### src/rtl/core/gsa_pkg.sv
// ----------------------------------------------------------------------------
// gsa_pkg: shared types and constants of the gas sensor ppm alarm
// Holds the controller state type, fixed-point constants and the
// elaboration-time builders for the logarithm and root tables.
// ----------------------------------------------------------------------------
`default_nettype none

package gsa_pkg;

	// Controller states of the conversion sequencer.
	typedef enum logic [3:0] {
		ST_IDLE,
		ST_RS_START,
		ST_RS_DIV,
		ST_BRANCH,
		ST_CAL_DIV,
		ST_NORM,
		ST_LOG_MUL,
		ST_LOG_WAIT,
		ST_SLOPE,
		ST_EXP,
		ST_ROOT,
		ST_ROOT_WAIT,
		ST_ROUND,
		ST_FINISH
	} gsa_state_t;

	// Configuration register indexes.
	typedef enum logic [1:0] {
		REG_NOTIFY = 2'd0,
		REG_ALERT  = 2'd1,
		REG_RAPID  = 2'd2,
		REG_CAL    = 2'd3
	} gsa_reg_t;

	localparam int unsigned CFG_W      = 10;
	localparam int unsigned RS_W       = 20;
	localparam int unsigned SUM_W      = 28;
	localparam int unsigned PPM_W      = 14;
	localparam int unsigned LOG_W      = 21;
	localparam int unsigned ROOT_COUNT = 16;

	localparam logic [PPM_W-1:0] PPM16_MAX = 14'd16000;
	localparam int unsigned      RS_MIN    = 100;
	localparam int unsigned      RS_MAX    = 1000000;
	localparam logic [RS_W-1:0]  RO_RESET  = 20'd10000;

	// 0.45 and (1.2*log2(10) + 4), both in Q16.
	localparam logic signed [36:0] SLOPE_Q16  = 37'sd29491;
	localparam logic signed [23:0] EXP_OFFSET = 24'sd523391;
	localparam logic signed [23:0] EXP_FLOOR  = -24'sd2097152;

	// Truncating integer square root of a 64-bit value.
	function automatic logic [63:0] isqrt64(logic [63:0] v);
		logic [63:0] res;
		logic [63:0] rem;
		logic [63:0] bit_v;
		res   = '0;
		rem   = v;
		bit_v = 64'h4000_0000_0000_0000;
		for (int i = 0; i < 32; i++) begin
			if (bit_v > v) bit_v = bit_v >> 2;
		end
		for (int i = 0; i < 32; i++) begin
			if (bit_v != 64'd0) begin
				if (rem >= res + bit_v) begin
					rem = rem - (res + bit_v);
					res = (res >> 1) + bit_v;
				end else begin
					res = res >> 1;
				end
				bit_v = bit_v >> 2;
			end
		end
		return res;
	endfunction

	// Q30 root 2^(2^-(k+1)), built as a chain of square roots.
	function automatic logic [63:0] root_entry(int unsigned k);
		logic [63:0] r;
		r = isqrt64(64'd1 << 61);
		for (int unsigned j = 1; j <= k; j++) begin
			r = isqrt64(r << 30);
		end
		return r;
	endfunction

	// Q16 log2 of a Q30 mantissa in [1, 2) by repeated squaring.
	function automatic logic [16:0] log_entry(logic [63:0] x0);
		logic [63:0] x;
		logic [17:0] acc;
		x   = x0;
		acc = '0;
		for (int b = 0; b < 17; b++) begin
			x   = (x * x) >> 30;
			acc = acc << 1;
			if (x >= (64'd1 << 31)) begin
				acc[0] = 1'b1;
				x      = x >> 1;
			end
		end
		acc = acc + 18'd1;
		return acc[17:1];
	endfunction

endpackage

`default_nettype wire

### src/rtl/core/gsa_serial_mul.sv
// ----------------------------------------------------------------------------
// gsa_serial_mul: bit-serial unsigned multiplier
// Forms a 32 by 32 bit product with one shift-and-add step per cycle.
// ----------------------------------------------------------------------------
`default_nettype none

module gsa_serial_mul (
	input  wire logic        clk,
	input  wire logic        arst_n,
	input  wire logic        start,
	input  wire logic [31:0] op_a,
	input  wire logic [31:0] op_b,
	output logic             done,
	output logic [63:0]      product
);

	logic [31:0] a_q;
	logic [63:0] prod_q;
	logic [4:0]  cnt_q;
	logic        busy_q;
	logic        done_q;
	logic [32:0] partial;

	// One multiplier bit is consumed per cycle from the low end.
	assign partial = {1'b0, prod_q[63:32]} + (prod_q[0] ? {1'b0, a_q} : 33'd0);

	always_ff @(posedge clk or negedge arst_n) begin
		if (!arst_n) begin
			busy_q <= 1'b0;
			done_q <= 1'b0;
			cnt_q  <= '0;
		end else begin
			done_q <= 1'b0;
			if (start) begin
				busy_q <= 1'b1;
				cnt_q  <= '0;
			end else if (busy_q) begin
				cnt_q <= cnt_q + 5'd1;
				if (cnt_q == 5'd31) begin
					busy_q <= 1'b0;
					done_q <= 1'b1;
				end
			end
		end
	end

	// Operand and product shift register.
	always_ff @(posedge clk) begin
		if (start) begin
			a_q    <= op_a;
			prod_q <= {32'd0, op_b};
		end else if (busy_q) begin
			prod_q <= {partial, prod_q[31:1]};
		end
	end

	assign done    = done_q;
	assign product = prod_q;

endmodule

`default_nettype wire

### src/rtl/core/gsa_serial_div.sv
// ----------------------------------------------------------------------------
// gsa_serial_div: restoring unsigned divider
// Produces one quotient bit per cycle, most significant bit first.
// ----------------------------------------------------------------------------
`default_nettype none

module gsa_serial_div #(
	parameter int unsigned NUM_W = 32,
	parameter int unsigned DEN_W = 22
) (
	input  wire logic             clk,
	input  wire logic             arst_n,
	input  wire logic             start,
	input  wire logic [NUM_W-1:0] numer,
	input  wire logic [DEN_W-1:0] denom,
	output logic                  done,
	output logic [NUM_W-1:0]      quotient
);

	localparam int unsigned CNT_W = $clog2(NUM_W + 1);

	logic [NUM_W-1:0] quo_q;
	logic [DEN_W-1:0] rem_q;
	logic [DEN_W-1:0] den_q;
	logic [CNT_W-1:0] cnt_q;
	logic             busy_q;
	logic             done_q;
	logic [DEN_W:0]   shifted;
	logic [DEN_W+1:0] trial;
	logic             fits;

	// Trial subtraction of the divisor from the shifted remainder.
	assign shifted = {rem_q, quo_q[NUM_W-1]};
	assign trial   = {1'b0, shifted} - {2'b00, den_q};
	assign fits    = ~trial[DEN_W+1];

	always_ff @(posedge clk or negedge arst_n) begin
		if (!arst_n) begin
			busy_q <= 1'b0;
			done_q <= 1'b0;
			cnt_q  <= '0;
		end else begin
			done_q <= 1'b0;
			if (start) begin
				busy_q <= 1'b1;
				cnt_q  <= '0;
			end else if (busy_q) begin
				cnt_q <= cnt_q + CNT_W'(1);
				if (cnt_q == CNT_W'(NUM_W - 1)) begin
					busy_q <= 1'b0;
					done_q <= 1'b1;
				end
			end
		end
	end

	// Remainder and quotient shift registers.
	always_ff @(posedge clk) begin
		if (start) begin
			quo_q <= numer;
			rem_q <= '0;
			den_q <= denom;
		end else if (busy_q) begin
			rem_q <= fits ? trial[DEN_W-1:0] : shifted[DEN_W-1:0];
			quo_q <= {quo_q[NUM_W-2:0], fits};
		end
	end

	assign done     = done_q;
	assign quotient = quo_q;

endmodule

`default_nettype wire

### src/rtl/core/gas_sensor_ppm_alarm_top.sv
// ----------------------------------------------------------------------------
// gas_sensor_ppm_alarm_top: gas concentration converter with alarm flags
// Turns converter samples into sensor resistance, averages calibration
// samples into a baseline and converts measurements into 1/16 ppm.
// ----------------------------------------------------------------------------
// The block handles one request at a time and returns one result per request.
// The sensor resistance comes from a restoring divider. A calibration request
// that closes a run uses the divider again for the baseline average. A
// measurement takes two logarithms, each a normalizing shift and a serial
// product, then one serial product for each set fraction bit of the exponent
// (up to 16). A new request is taken while the previous result still waits
// in the output register.
`default_nettype none

module gas_sensor_ppm_alarm_top #(
	parameter int unsigned ADC_BITS          = 12,
	parameter int unsigned LOG_TABLE_ENTRIES = 64
) (
	input  wire logic                       clk,
	input  wire logic                       arst_n,
	input  wire logic                       in_valid,
	output logic                            in_ready,
	input  wire logic                       cmd,
	input  wire logic [ADC_BITS-1:0]        adc_sample,
	output logic                            out_valid,
	input  wire logic                       out_ready,
	output logic [gsa_pkg::PPM_W-1:0]       ppm_sixteenths,
	output logic                            notify,
	output logic                            alert,
	output logic                            rapid_rise,
	output logic                            alarm_led,
	output logic                            calibrated,
	input  wire logic                       cfg_we,
	input  wire logic [1:0]                 cfg_index,
	input  wire logic [gsa_pkg::CFG_W-1:0]  cfg_data
);

	import gsa_pkg::*;

	localparam int unsigned NUM_W   = ADC_BITS + 20;
	localparam int unsigned DEN_W   = ADC_BITS + 6;
	localparam int unsigned CHK_W   = ADC_BITS + 9;
	localparam int unsigned LI_W    = $clog2(LOG_TABLE_ENTRIES + 1);
	localparam int unsigned S_W     = 31 + LI_W;
	localparam logic [CHK_W-1:0] FULL_CHK = CHK_W'((64'd1 << ADC_BITS) - 64'd1);
	localparam logic [DEN_W-1:0] FULL_50  = DEN_W'(((64'd1 << ADC_BITS) - 64'd1) * 64'd50);
	localparam logic [LI_W-1:0]  IDX_MAX  = LI_W'(LOG_TABLE_ENTRIES - 1);

	// Constant tables built at elaboration.
	logic [16:0] log_rom [0:LOG_TABLE_ENTRIES];
	logic [31:0] root_rom [ROOT_COUNT];

	for (genvar gi = 0; gi <= LOG_TABLE_ENTRIES; gi++) begin : g_log
		localparam logic [63:0] LogX0 =
			((64'(LOG_TABLE_ENTRIES) + 64'(gi)) << 30) / 64'(LOG_TABLE_ENTRIES);
		localparam logic [16:0] LogVal =
			(gi == LOG_TABLE_ENTRIES) ? 17'd65536 : log_entry(LogX0);
		assign log_rom[gi] = LogVal;
	end

	for (genvar gk = 0; gk < ROOT_COUNT; gk++) begin : g_root
		localparam logic [63:0] RootVal = root_entry(gk);
		assign root_rom[gk] = RootVal[31:0];
	end

	// Configuration and persistent state.
	logic [CFG_W-1:0] notify_thr_q;
	logic [CFG_W-1:0] alert_thr_q;
	logic [CFG_W-1:0] rapid_thr_q;
	logic [7:0]       cal_samples_q;
	logic [RS_W-1:0]  ro_q;
	logic [SUM_W-1:0] cal_sum_q;
	logic [7:0]       cal_count_q;
	logic [PPM_W-1:0] prev_ppm_q;
	logic             cal_done_q;

	// Working registers.
	gsa_state_t           state_q, state_d;
	logic                 cmd_q;
	logic [ADC_BITS-1:0]  adc_q;
	logic [RS_W-1:0]      rs_q;
	logic [RS_W-1:0]      norm_q;
	logic [4:0]           exp2_q;
	logic                 pass_q;
	logic [16:0]          lo_q;
	logic [LOG_W-1:0]     lrs_q;
	logic [LOG_W-1:0]     lro_q;
	logic signed [36:0]   slope_q;
	logic signed [7:0]    n_q;
	logic [15:0]          f_q;
	logic [4:0]           k_q;
	logic [31:0]          pw_q;
	logic [PPM_W-1:0]     ppm_q;

	// Output registers.
	logic             out_valid_q;
	logic [PPM_W-1:0] ppm_out_q;
	logic             notify_q;
	logic             alert_q;
	logic             rapid_q;
	logic             cal_out_q;

	// Shared arithmetic units.
	logic             mul_start;
	logic [31:0]      mul_a;
	logic [31:0]      mul_b;
	logic             mul_done;
	logic [63:0]      mul_prod;
	logic             div_start;
	logic [NUM_W-1:0] div_num;
	logic [DEN_W-1:0] div_den;
	logic             div_done;
	logic [NUM_W-1:0] div_quo;

	gsa_serial_mul u_mul (
		.clk     (clk),
		.arst_n  (arst_n),
		.start   (mul_start),
		.op_a    (mul_a),
		.op_b    (mul_b),
		.done    (mul_done),
		.product (mul_prod)
	);

	gsa_serial_div #(
		.NUM_W (NUM_W),
		.DEN_W (DEN_W)
	) u_div (
		.clk      (clk),
		.arst_n   (arst_n),
		.start    (div_start),
		.numer    (div_num),
		.denom    (div_den),
		.done     (div_done),
		.quotient (div_quo)
	);

	// Sensor resistance operands and the valid sample range.
	logic [DEN_W-1:0] adc_33;
	logic [CHK_W-1:0] adc_330;
	logic             range_ok;
	logic [NUM_W-1:0] rs_num;

	assign adc_33   = DEN_W'(adc_q) * DEN_W'(33);
	assign adc_330  = CHK_W'(adc_q) * CHK_W'(330);
	assign range_ok = (adc_330 > FULL_CHK) && (adc_33 < FULL_50);
	assign rs_num   = NUM_W'(14'd10000) * NUM_W'(FULL_50 - adc_33);

	// Calibration bookkeeping.
	logic [SUM_W-1:0] sum_next;
	logic [7:0]       count_next;
	logic [7:0]       cal_target;
	logic             cal_close;
	logic [8:0]       cal_div;

	assign sum_next   = cal_sum_q + SUM_W'(rs_q);
	assign count_next = cal_count_q + 8'd1;
	assign cal_target = (cal_samples_q == 8'd0) ? 8'd1 : cal_samples_q;
	assign cal_close  = (count_next >= cal_target) || (count_next == 8'd0);
	assign cal_div    = (count_next == 8'd0) ? 9'd256 : {1'b0, count_next};

	// Table lookup for the logarithm fraction.
	logic [30:0]     frac31;
	logic [S_W-1:0]  frac_scaled;
	logic [LI_W-1:0] idx_raw;
	logic [LI_W-1:0] idx;
	logic [LI_W-1:0] idx_hi;
	logic [16:0]     tab_lo;
	logic [16:0]     tab_hi;
	logic [LOG_W-1:0] log_val;

	assign frac31      = {norm_q[RS_W-2:0], 12'd0};
	assign frac_scaled = S_W'(frac31) * S_W'(LOG_TABLE_ENTRIES);
	assign idx_raw     = frac_scaled[S_W-1:31];
	assign idx         = (idx_raw > IDX_MAX) ? IDX_MAX : idx_raw;
	assign idx_hi      = idx + LI_W'(1);
	assign tab_lo      = log_rom[idx];
	assign tab_hi      = log_rom[idx_hi];
	assign log_val     = {exp2_q, 16'd0} + LOG_W'(lo_q) + LOG_W'(mul_prod[47:31]);

	// Exponent split into integer and fraction.
	logic signed [21:0] log_diff;
	logic signed [36:0] slope_d;
	logic signed [36:0] slope_rnd;
	logic signed [20:0] m_val;
	logic signed [23:0] e_val;
	logic signed [7:0]  e_int;

	assign log_diff  = $signed({1'b0, lrs_q}) - $signed({1'b0, lro_q});
	assign slope_d   = 37'(log_diff) * SLOPE_Q16;
	assign slope_rnd = slope_q + 37'sd32768;
	assign m_val     = slope_rnd[36:16];
	assign e_val     = EXP_OFFSET - 24'(m_val);
	assign e_int     = e_val[23:16];

	// Final scaling with round half up.
	logic signed [8:0] shamt;
	logic [31:0]       pw_shift;
	logic [32:0]       rounded;
	logic [PPM_W-1:0]  ppm_round;

	assign shamt     = 9'sd29 - 9'(n_q);
	assign pw_shift  = (shamt > 9'sd31) ? 32'd0 : (pw_q >> shamt[4:0]);
	assign rounded   = ({1'b0, pw_shift} + 33'd1) >> 1;
	assign ppm_round = (rounded > 33'(PPM16_MAX)) ? PPM16_MAX : rounded[PPM_W-1:0];

	// Alarm flags of the finished measurement.
	logic [PPM_W:0] rise;
	logic           nt_flag;
	logic           al_flag;
	logic           rr_flag;

	assign rise    = {1'b0, ppm_q} - {1'b0, prev_ppm_q};
	assign nt_flag = ~cmd_q && ({1'b0, ppm_q} > {1'b0, notify_thr_q, 4'd0});
	assign al_flag = ~cmd_q && ({1'b0, ppm_q} > {1'b0, alert_thr_q, 4'd0});
	assign rr_flag = ~cmd_q && (prev_ppm_q != '0) && (ppm_q > prev_ppm_q)
		&& (rise > {1'b0, rapid_thr_q, 4'd0});

	logic out_free;
	assign out_free = ~out_valid_q || out_ready;

	// Next state and unit control.
	always_comb begin
		state_d   = state_q;
		in_ready  = 1'b0;
		mul_start = 1'b0;
		mul_a     = {15'd0, tab_hi - tab_lo};
		mul_b     = {1'b0, frac_scaled[30:0]};
		div_start = 1'b0;
		div_num   = rs_num;
		div_den   = adc_33;
		unique case (state_q)
			ST_IDLE: begin
				in_ready = 1'b1;
				if (in_valid) state_d = ST_RS_START;
			end
			ST_RS_START: begin
				if (range_ok) begin
					div_start = 1'b1;
					state_d   = ST_RS_DIV;
				end else begin
					state_d = ST_BRANCH;
				end
			end
			ST_RS_DIV: begin
				if (div_done) state_d = ST_BRANCH;
			end
			ST_BRANCH: begin
				div_num = NUM_W'(sum_next);
				div_den = DEN_W'(cal_div);
				if (cmd_q) begin
					if (cal_close) begin
						div_start = 1'b1;
						state_d   = ST_CAL_DIV;
					end else begin
						state_d = ST_FINISH;
					end
				end else if (rs_q == '0 || ro_q == '0) begin
					state_d = ST_FINISH;
				end else begin
					state_d = ST_NORM;
				end
			end
			ST_CAL_DIV: begin
				if (div_done) state_d = ST_FINISH;
			end
			ST_NORM: begin
				if (norm_q[RS_W-1]) state_d = ST_LOG_MUL;
			end
			ST_LOG_MUL: begin
				mul_start = 1'b1;
				state_d   = ST_LOG_WAIT;
			end
			ST_LOG_WAIT: begin
				if (mul_done) state_d = pass_q ? ST_SLOPE : ST_NORM;
			end
			ST_SLOPE: begin
				state_d = ST_EXP;
			end
			ST_EXP: begin
				priority if (e_val < EXP_FLOOR) state_d = ST_FINISH;
				else if (e_int >= 8'sd14)       state_d = ST_FINISH;
				else                            state_d = ST_ROOT;
			end
			ST_ROOT: begin
				mul_a = pw_q;
				mul_b = root_rom[k_q[3:0]];
				priority if (k_q[4]) begin
					state_d = ST_ROUND;
				end else if (f_q[~k_q[3:0]]) begin
					mul_start = 1'b1;
					state_d   = ST_ROOT_WAIT;
				end else begin
					state_d = ST_ROOT;
				end
			end
			ST_ROOT_WAIT: begin
				if (mul_done) state_d = ST_ROOT;
			end
			ST_ROUND: begin
				state_d = ST_FINISH;
			end
			ST_FINISH: begin
				if (out_free) state_d = ST_IDLE;
			end
			default: begin
				state_d = ST_IDLE;
			end
		endcase
	end

	always_ff @(posedge clk or negedge arst_n) begin
		if (!arst_n) begin
			state_q <= ST_IDLE;
		end else begin
			state_q <= state_d;
		end
	end

	// Configuration registers and state that persists between requests.
	always_ff @(posedge clk or negedge arst_n) begin
		if (!arst_n) begin
			notify_thr_q  <= 10'd35;
			alert_thr_q   <= 10'd50;
			rapid_thr_q   <= 10'd10;
			cal_samples_q <= 8'd50;
			ro_q          <= RO_RESET;
			cal_sum_q     <= '0;
			cal_count_q   <= '0;
			prev_ppm_q    <= '0;
			cal_done_q    <= 1'b0;
			out_valid_q   <= 1'b0;
		end else begin
			if (cfg_we) begin
				unique case (gsa_reg_t'(cfg_index))
					REG_NOTIFY: notify_thr_q  <= cfg_data;
					REG_ALERT:  alert_thr_q   <= cfg_data;
					REG_RAPID:  rapid_thr_q   <= cfg_data;
					REG_CAL:    cal_samples_q <= cfg_data[7:0];
					default:    ;
				endcase
			end
			if (state_q == ST_BRANCH && cmd_q) begin
				cal_sum_q   <= cal_close ? '0 : sum_next;
				cal_count_q <= cal_close ? '0 : count_next;
			end
			if (state_q == ST_CAL_DIV && div_done) begin
				ro_q       <= div_quo[RS_W-1:0];
				cal_done_q <= 1'b1;
			end
			if (state_q == ST_FINISH && out_free && !cmd_q) begin
				prev_ppm_q <= ppm_q;
			end
			if (state_q == ST_FINISH && out_free) begin
				out_valid_q <= 1'b1;
			end else if (out_ready) begin
				out_valid_q <= 1'b0;
			end
		end
	end

	// Datapath registers stepped by the sequencer.
	always_ff @(posedge clk) begin
		unique case (state_q)
			ST_IDLE: begin
				cmd_q <= cmd;
				adc_q <= adc_sample;
				ppm_q <= '0;
			end
			ST_RS_START: begin
				rs_q <= '0;
			end
			ST_RS_DIV: begin
				if (div_done) begin
					rs_q <= (div_quo > NUM_W'(RS_MIN) && div_quo <= NUM_W'(RS_MAX))
						? div_quo[RS_W-1:0] : '0;
				end
			end
			ST_BRANCH: begin
				norm_q <= rs_q;
				exp2_q <= 5'd19;
				pass_q <= 1'b0;
			end
			ST_NORM: begin
				if (!norm_q[RS_W-1]) begin
					norm_q <= {norm_q[RS_W-2:0], 1'b0};
					exp2_q <= exp2_q - 5'd1;
				end
			end
			ST_LOG_MUL: begin
				lo_q <= tab_lo;
			end
			ST_LOG_WAIT: begin
				if (mul_done) begin
					if (pass_q) begin
						lro_q <= log_val;
					end else begin
						lrs_q  <= log_val;
						norm_q <= ro_q;
						exp2_q <= 5'd19;
						pass_q <= 1'b1;
					end
				end
			end
			ST_SLOPE: begin
				slope_q <= slope_d;
			end
			ST_EXP: begin
				priority if (e_val < EXP_FLOOR) ppm_q <= '0;
				else if (e_int >= 8'sd14)       ppm_q <= PPM16_MAX;
				else                            ppm_q <= ppm_q;
				n_q  <= e_int;
				f_q  <= e_val[15:0];
				k_q  <= '0;
				pw_q <= 32'h4000_0000;
			end
			ST_ROOT: begin
				if (!k_q[4] && !f_q[~k_q[3:0]]) k_q <= k_q + 5'd1;
			end
			ST_ROOT_WAIT: begin
				if (mul_done) begin
					pw_q <= mul_prod[61:30];
					k_q  <= k_q + 5'd1;
				end
			end
			ST_ROUND: begin
				ppm_q <= ppm_round;
			end
			ST_FINISH: begin
				if (out_free) begin
					ppm_out_q <= ppm_q;
					notify_q  <= nt_flag;
					alert_q   <= al_flag;
					rapid_q   <= rr_flag;
					cal_out_q <= cal_done_q;
				end
			end
			default: ;
		endcase
	end

	assign out_valid      = out_valid_q;
	assign ppm_sixteenths = ppm_out_q;
	assign notify         = notify_q;
	assign alert          = alert_q;
	assign rapid_rise     = rapid_q;
	assign alarm_led      = alert_q | rapid_q;
	assign calibrated     = cal_out_q;

endmodule

`default_nettype wire

### config.mk
export PLATFORM = sky130hd
export DESIGN_NAME = gas_sensor_ppm_alarm_top
export DESIGN_NICKNAME = d
export VERILOG_FILES = /design/src/rtl/core/gsa_pkg.sv /design/src/rtl/core/gsa_serial_mul.sv /design/src/rtl/core/gsa_serial_div.sv /design/src/rtl/core/gas_sensor_ppm_alarm_top.sv
export SDC_FILE = /design/constraint.sdc
export NUM_CORES = 2
export LEC_CHECK = 0
export ABC_AREA = 1
export ABC_CLOCK_PERIOD_IN_PS = 8300
export BUFFER_PORTS_ARGS = -buffer_cell sky130_fd_sc_hd__buf_2
export CAP_MARGIN = 20
export CORE_MARGIN = 4
export CORE_UTILIZATION = 46
export CTS_CLUSTER_DIAMETER = 40
export DETAILED_ROUTE_END_ITERATION = 16
export HOLD_SLACK_MARGIN = 0.08
export SYNTH_ARGS = -nofsm -noshare
export SYNTH_HDL_FRONTEND = slang
export SYNTH_SLANG_ARGS = --single-unit
export TNS_END_PERCENT = 1
### constraint.sdc
create_clock -name clk -period 8.3 [get_ports clk]
set_clock_uncertainty 0.05 [all_clocks]
set_input_delay 1.66 -clock clk [delete_from_list [all_inputs] [get_ports clk]]
set_output_delay 1.66 -clock clk [all_outputs]
set_load 0.01 [all_outputs]
Word level (Yosys, flattened, before mapping)
Memory sizes are Yosys's and may differ from the RTL's.
Index checks and enable logic that the tools add are counted.
{"block": "classes", "order_cmp": 18, "shift": 1, "n_bitwise": 9, "mul": 4, "muxes": 89, "add_sub_neg": 19, "n_eq_ne": 29, "reduce_logical": 49}
{"cell": "32-bit 2-to-1 mux", "count": 11}
{"cell": "20-bit 2-to-1 mux", "count": 5}
{"cell": "17-bit 2-to-1 mux", "count": 5}
{"cell": "32-bit one-hot mux with 2 select lines", "count": 1}
{"cell": "20-bit one-hot mux with 3 select lines", "count": 1}
{"cell": "4-bit one-hot mux with 14 select lines", "count": 1}
{"cell": "4-bit 2-to-1 mux", "count": 11}
{"cell": "21-bit by 17-bit adder with 21-bit output", "count": 2}
{"cell": "14-bit > comparator", "count": 3}
{"cell": "14-bit 2-to-1 mux", "count": 3}
{"cell": "14-bit one-hot mux with 3 select lines", "count": 1}
{"cell": "20-bit logical NOT", "count": 2}
{"cell": "20-bit one-hot mux with 2 select lines", "count": 1}
{"cell": "37-bit by 17-bit adder with 37-bit output (second input constant)", "count": 1}
{"cell": "22-bit by 16-bit multiplier with 37-bit output (second input constant)", "count": 1}
{"cell": "5-bit 2-to-1 mux", "count": 7}
{"cell": "32-bit by 1-bit adder with 33-bit output (second input constant)", "count": 1}
{"cell": "32-bit by 32-bit adder with 33-bit output", "count": 1}
{"cell": "32-bit by 14-bit > comparator with 1-bit output (second input constant)", "count": 1}
{"cell": "32-bit by 7-bit > comparator with 1-bit output (second input constant)", "count": 1}
{"cell": "32-bit by 20-bit less-or-equal comparator with 1-bit output (second input constant)", "count": 1}
{"cell": "10-bit by 32-bit multiplier with 28-bit output (first input constant)", "count": 1}
{"cell": "32-bit by 5-bit >> shifter with 32-bit output", "count": 1}
{"cell": "5-bit one-hot mux with 3 select lines", "count": 2}
{"cell": "other kinds (65)", "count": 153}
{"block": "word_totals", "n_memories": 3, "ff_bits": 539, "in_bits": 30, "mem_bits_ro": 4864, "elab_cells": 267, "output_inout_bits": 21}
{"memory": "(name not given)", "words": 128, "width": 17, "read_ports": 1, "rd_ports_with_merged_regs": 0, "wr": 0, "line": "gas_sensor_ppm_alarm_top.sv:178", "text": "assign tab_hi = log_rom[idx_hi];"}
{"memory": "(name not given)", "words": 128, "width": 17, "read_ports": 1, "rd_ports_with_merged_regs": 0, "wr": 0, "line": "gas_sensor_ppm_alarm_top.sv:177", "text": "assign tab_lo = log_rom[idx];"}
{"memory": "(name not given)", "words": 16, "width": 32, "read_ports": 1, "rd_ports_with_merged_regs": 0, "wr": 0, "line": "gas_sensor_ppm_alarm_top.sv:287", "text": "mul_b = root_rom[k_q[3:0]];"}

Longest topological paths before layout
{"block": "depth", "depth_word": 9, "depth_mapped": 39, "ltp_nobuf": 39}

Cells and area by module
From an unflattened synthesis, not the netlist that was laid out.
{"block": "unflattened", "hier_cells": 6508, "hier_area_um2": 48985.7}
{"module": "gas_sensor_ppm_alarm_top", "instances": 1, "cells_each": 5041, "area_each_um2": 38290.5, "seq_area_each_um2": 9779.4}
{"module": "gsa_serial_mul", "instances": 1, "cells_each": 889, "area_each_um2": 6288.5, "seq_area_each_um2": 2737.6}
{"module": "gsa_serial_div", "instances": 1, "cells_each": 578, "area_each_um2": 4406.7, "seq_area_each_um2": 2062.0}

Worst setup path after synthesis
Ideal clock, no wire load.
{"block": "synth_timing", "kind": "register to register", "start": "reg lrs_q[0]", "end": "reg slope_q[35] (data pin)", "required_time_ns": 7.974, "n_path_buf": 0, "stages_incl_launch_ff": 34, "t_arrival_ns": 6.756, "synth_period_minus_slack_ns": 7.082, "slack_ns": 1.218, "setup_ns": 0.276, "cell_sequence": "edfxtp_1 -> inv_1 -> ha_1 -> inv_1 -> fa_1 -> a31oi_1 -> inv_1 -> a31oi_1 -> inv_1 -> a21oi_1 -> nor2_1 -> nor2_1 -> o21ai_0 -> xor2_1 -> inv_1 -> ha_1 -> inv_1 -> fa_1 -> inv_1 -> fa_1 -> inv_1 -> fa_1 -> inv_1 -> fa_1 -> fa_1 -> ha_1 -> a21oi_1 -> o21a_1 -> nor3_1 -> a211oi_1 -> o21ai_0 -> nand2_1 -> o311ai_0 -> xor2_1"}
{"block": "synth_between", "elab_chain_len": 2}
{"element": "start, declared", "line": "gas_sensor_ppm_alarm_top.sv:86", "text": "logic [LOG_W-1:0] lrs_q;"}
{"element": "start signal, assigned", "line": "gas_sensor_ppm_alarm_top.sv:398", "text": "lrs_q <= log_val;"}
{"element": "21-bit by 21-bit subtractor with 22-bit output", "line": "gas_sensor_ppm_alarm_top.sv:189", "text": "assign log_diff = $signed({1'b0, lrs_q}) - $signed({1'b0, lro_q});"}
{"element": "22-bit by 16-bit multiplier with 37-bit output", "line": "gas_sensor_ppm_alarm_top.sv:190", "text": "assign slope_d = 37'(log_diff) * SLOPE_Q16;"}
{"element": "net slope_d[35]", "line": "gas_sensor_ppm_alarm_top.sv:183", "text": "logic signed [36:0] slope_d;"}
{"element": "end signal, assigned", "line": "gas_sensor_ppm_alarm_top.sv:406", "text": "slope_q <= slope_d;"}
{"element": "end, declared", "line": "gas_sensor_ppm_alarm_top.sv:88", "text": "logic signed [36:0] slope_q;"}
The timed path passes the listed nets, and every way through them passes these cells.
A chain may end at the register's enable or synchronous reset.

Final worst setup path
{"block": "layout_timing", "start": "reg adc_q[9]", "end": "reg u_div.quo_q[30], in the netlist u_div.quotient[30] (data pin)"}
{"block": "layout_between", "elab_chain_len": 6, "word_cells_on_any_way": 11, "cone_classes": "1 x add/sub; 3 x mul; 2 x order compare; 4 x mux; 1 x reduce/logical"}
{"element": "start, declared", "line": "gas_sensor_ppm_alarm_top.sv:80", "text": "logic [ADC_BITS-1:0] adc_q;"}
{"element": "start signal, assigned", "line": "gas_sensor_ppm_alarm_top.sv:367", "text": "adc_q <= adc_sample;"}
{"element": "parallel branches: the longest is 5 deep, another holds 10-bit by 32-bit multiplier with 28-bit output"}
{"element": "32-bit 2-to-1 mux *", "line": "gsa_serial_div.sv:59", "text": "if (start) begin"}
{"element": "end signal, assigned", "line": "gsa_serial_div.sv:60", "text": "quo_q <= numer;"}
{"element": "end signal, assigned", "line": "gsa_serial_div.sv:65", "text": "quo_q <= {quo_q[NUM_W-2:0], fits};"}
{"element": "end, declared", "line": "gsa_serial_div.sv:22", "text": "logic [NUM_W-1:0] quo_q;"}
Every way passes the cells marked *.

==> results.sh <==
export IMPL_dpl_hpwl_mm=106.2
export IMPL_synth_area_sq_mm=0.04749
export IMPL_ys_ff_latch=523
export IMPL_reg2reg_slack_ns=0.50
export IMPL_grt_max_degree=90
export IMPL_coreArea_sq_mm=0.1022
export IMPL_drt_initial_drc_count=3516
export IMPL_syn_inst=6043
export IMPL_multi_input_area_sq_mm=0.02834
export IMPL_syn_nets=6767
export IMPL_final_hold_violation_count=0
export IMPL_grt_antenna_before_repair=1
export IMPL_critPathLaunch="adc_q[9]"
export IMPL_drcViolationCount=0
export IMPL_first_pass_iters=6
export IMPL_placedCellCount=7369
export IMPL_cpPeakStageDelay_ns=0.55
export IMPL_grt_ovfl_total=0
export IMPL_chipHeight_um=329.3
export IMPL_seqCellArea_sq_mm=0.01458
export IMPL_setup_viol=0
export IMPL_dieArea_sq_mm=0.1084
export IMPL_crit_arrival_ns=8.11
export IMPL_ant_nets=0
export IMPL_cts_buffers=90
export IMPL_period_share_pct=93.92
export IMPL_drv_slew=0
export IMPL_synth_edf_count=344
export IMPL_final_setup_tns_ns=0
export IMPL_startpoint_type="flip-flop"
export IMPL_critical_path_max_fanout=8
export IMPL_worst_setup_path_type="reg2reg"
export IMPL_crit_top_cell="ha_1"
export IMPL_max_cap_violations=0
export IMPL_stdcell_count=7544
export IMPL_crit_required_ns=8.61
export IMPL_clkLatencyLatePin_ns=0.67
export IMPL_status="complete, no violations"
export IMPL_postCtsSetupRepairBufs=0
export IMPL_final_cell_mix="nand2_1 (1152), inv_1 (1022), ha_1 (484)"
export IMPL_setup_worst_path_end_class="flip-flop"
export IMPL_cts_tree="done"
export IMPL_max_freq_mhz=128.3
export IMPL_die_x_um=329.3
export IMPL_slew_headroom_pct=24.43
export IMPL_port_buffers=50
export IMPL_fillers=10174
export IMPL_clkSlewWorstSetupHoldPaths_ns=0.05
export IMPL_final_common_cell="nand2_1"
export IMPL_grt_pass1_vias=39213
export IMPL_cts_sinks=523
export IMPL_synth_area_per_cell_sq_um=7.859
export IMPL_drive_above_1_share_pct=7.093
export IMPL_vias=40606
export IMPL_htreeDepth=3
export IMPL_drt_wl_total_mm=134.5
export IMPL_hp_start="u_div.cnt_q[5]"
export IMPL_hold_class="reg2reg"
export IMPL_async_reset_ff_share_pct=24.67
export IMPL_slowest_stage="edfxtp_1"
export IMPL_reg2reg_from="adc_q[9]"
export IMPL_globalplace_congestion=0.9484
export IMPL_ys_types=70
export IMPL_ios=51
export IMPL_wl_per_cell_um=17.83
export IMPL_ys_seq_area_share_pct=30.70
export IMPL_grt_use_total_pct=24.80
export IMPL_min_period_ns=7.796
export IMPL_syn2layout_area_growth_pct=10.47
export IMPL_rsz0062_at_grt="false"
export IMPL_ys_flop_type="edfxtp_1"
export IMPL_rows=117
export IMPL_post_drt_via_cell_ratio=5.383
export IMPL_ys_warn_count=0
export IMPL_worst_pin_slew_ns=1.105
export IMPL_nets=6821
export IMPL_start_util_pct=46.48
export IMPL_clock_path_buffers=3
export IMPL_cts_root_buf="clkbuf_16"
export IMPL_grt_first_pass_wirelength_mm=214.8
## final cells by class
type / instances / area share, %
tap: 1368 / 3.263
multi-input combinational: 4310 / 54.01
antenna: 1 / 0.004770
inverter: 1052 / 7.532
sequential: 523 / 27.79
clock buffer: 107 / 4.572
clock inverter: 63 / 1.250
timing repair buffer: 120 / 1.576
## Yosys cell counts, types with 8 or more instances
master,number,area share (%)
inv_1,1023,8.1
xor2_1,143,2.6
nand2_1,1154,9.1
o22ai_1,28,0.37
nand2_2,27,0.36
o21a_1,14,0.22
o21ai_0,462,4.9
inv_2,21,0.17
a2111oi_0,10,0.18
o221ai_1,14,0.26
nor2_4,10,0.24
nand3b_1,14,0.22
o31ai_1,19,0.30
dfstp_2,16,0.89
edfxtp_1,344,22
buf_4,8,0.13
a21boi_0,19,0.30
a31oi_1,40,0.53
nor3_1,61,0.64
xnor2_1,65,1.2
nand3_2,10,0.21
buf_2,14,0.15
o21bai_1,11,0.17
or2_2,22,0.29
dfxtp_1,50,2.1
nor2_1,482,3.8
buf_1,9,0.071
a21oi_1,376,4.0
a211oi_1,14,0.22
o211ai_1,33,0.52
clkbuf_1,115,0.91
nor4_1,41,0.54
ha_1,484,13
buf_6,11,0.26
nand4_1,55,0.72
nand3_1,377,4.0
dfrtp_1,113,6.0
fa_1,210,8.9
a221oi_1,12,0.22
nor2_2,26,0.34
a21o_1,11,0.17
## critical path: cells and delay by family, from the launching register on
kind	cells	cell delay [ns]
compound gates	4	0.62
xor+xnor	2	0.50
fa+ha+maj	9	3.45
buf+inv	4	0.30
flops	1	0.55
simple gates	11	2.01
## layer usage
metal / share of wire [%] / global-route usage (%) / vias to the layer above
met5: 0 / 0 / -
li1: - / - / 20174
met2: 44 / 38.76 / 1044
met4: 3.2 / 7.635 / 0
met1: 47 / 35.64 / 19172
met3: 5.4 / 3.635 / 216
## registers in the layout (all words and copies together) (netlist names), 8 cells and up
| register | flops |
|---|---|
| u_mul.product | 64 |
| pw_q | 32 |
| u_div.quotient | 32 |
| u_mul.a_q | 32 |
| cal_sum_q | 28 |
| slope_q | 22 |
| lro_q | 21 |
| lrs_q | 21 |
| norm_q | 20 |
| ro_q | 20 |
| rs_q | 20 |
| u_div.den_q | 18 |
| u_div.rem_q | 18 |
| f_q | 16 |
| lo_q | 16 |
| ppm_q | 14 |
| ppm_sixteenths | 14 |
| prev_ppm_q | 14 |
| adc_q | 12 |
| alert_thr_q | 10 |
| notify_thr_q | 10 |
| rapid_thr_q | 10 |
| cal_count_q | 8 |
| cal_samples_q | 8 |
## worst paths after layout
kind | end | depth (start not counted)
max | u_div.quotient[30] | 30
min | u_div.done | 1
max reg2reg | u_div.quotient[30] | 30
min reg2reg | u_div.done | 1
max in group asynchronous | alert_thr_q[3] | 2
min in group asynchronous | u_mul.cnt_q[1] | 1
## kinds of logic (layout without fill, tap and decap cells)
kind of cell	after synthesis	count (layout)	share of synthesized area (%)
and+or+nand+nor	2293	2293	20.74
buffers and inverters	1210	1342	9.866
AOI/OAI and AO/OA	1115	1115	13.25
adders and majority gates	694	694	21.60
DFF	523	523	30.70
xor gates and xnor gates	208	208	3.836
other	0	1	0
## through the flow
step                      instance area, sq um  utilization [%]  hold slack, ns  worst slack [ns]
final                                    52460            51.34          0.4247            0.5044
after CTS                                52330            51.22          0.4323            0.2214
after floorplan                          47490                -          0.3749             1.218
after global placement                   49260            48.21          0.4183            0.3048
after detailed placement                 49280            48.23          0.4230            0.2593
after global routing                     52460            51.34          0.4526          0.007456
## timing repair
item	CTS	global route
hold buffers	0	0
resized for setup	0	11
setup endpoints to repair	0	10
Power is left out: the tool's default activity adds up to more than one toggle a clock period on the data nets, which glitch-free logic cannot reach.
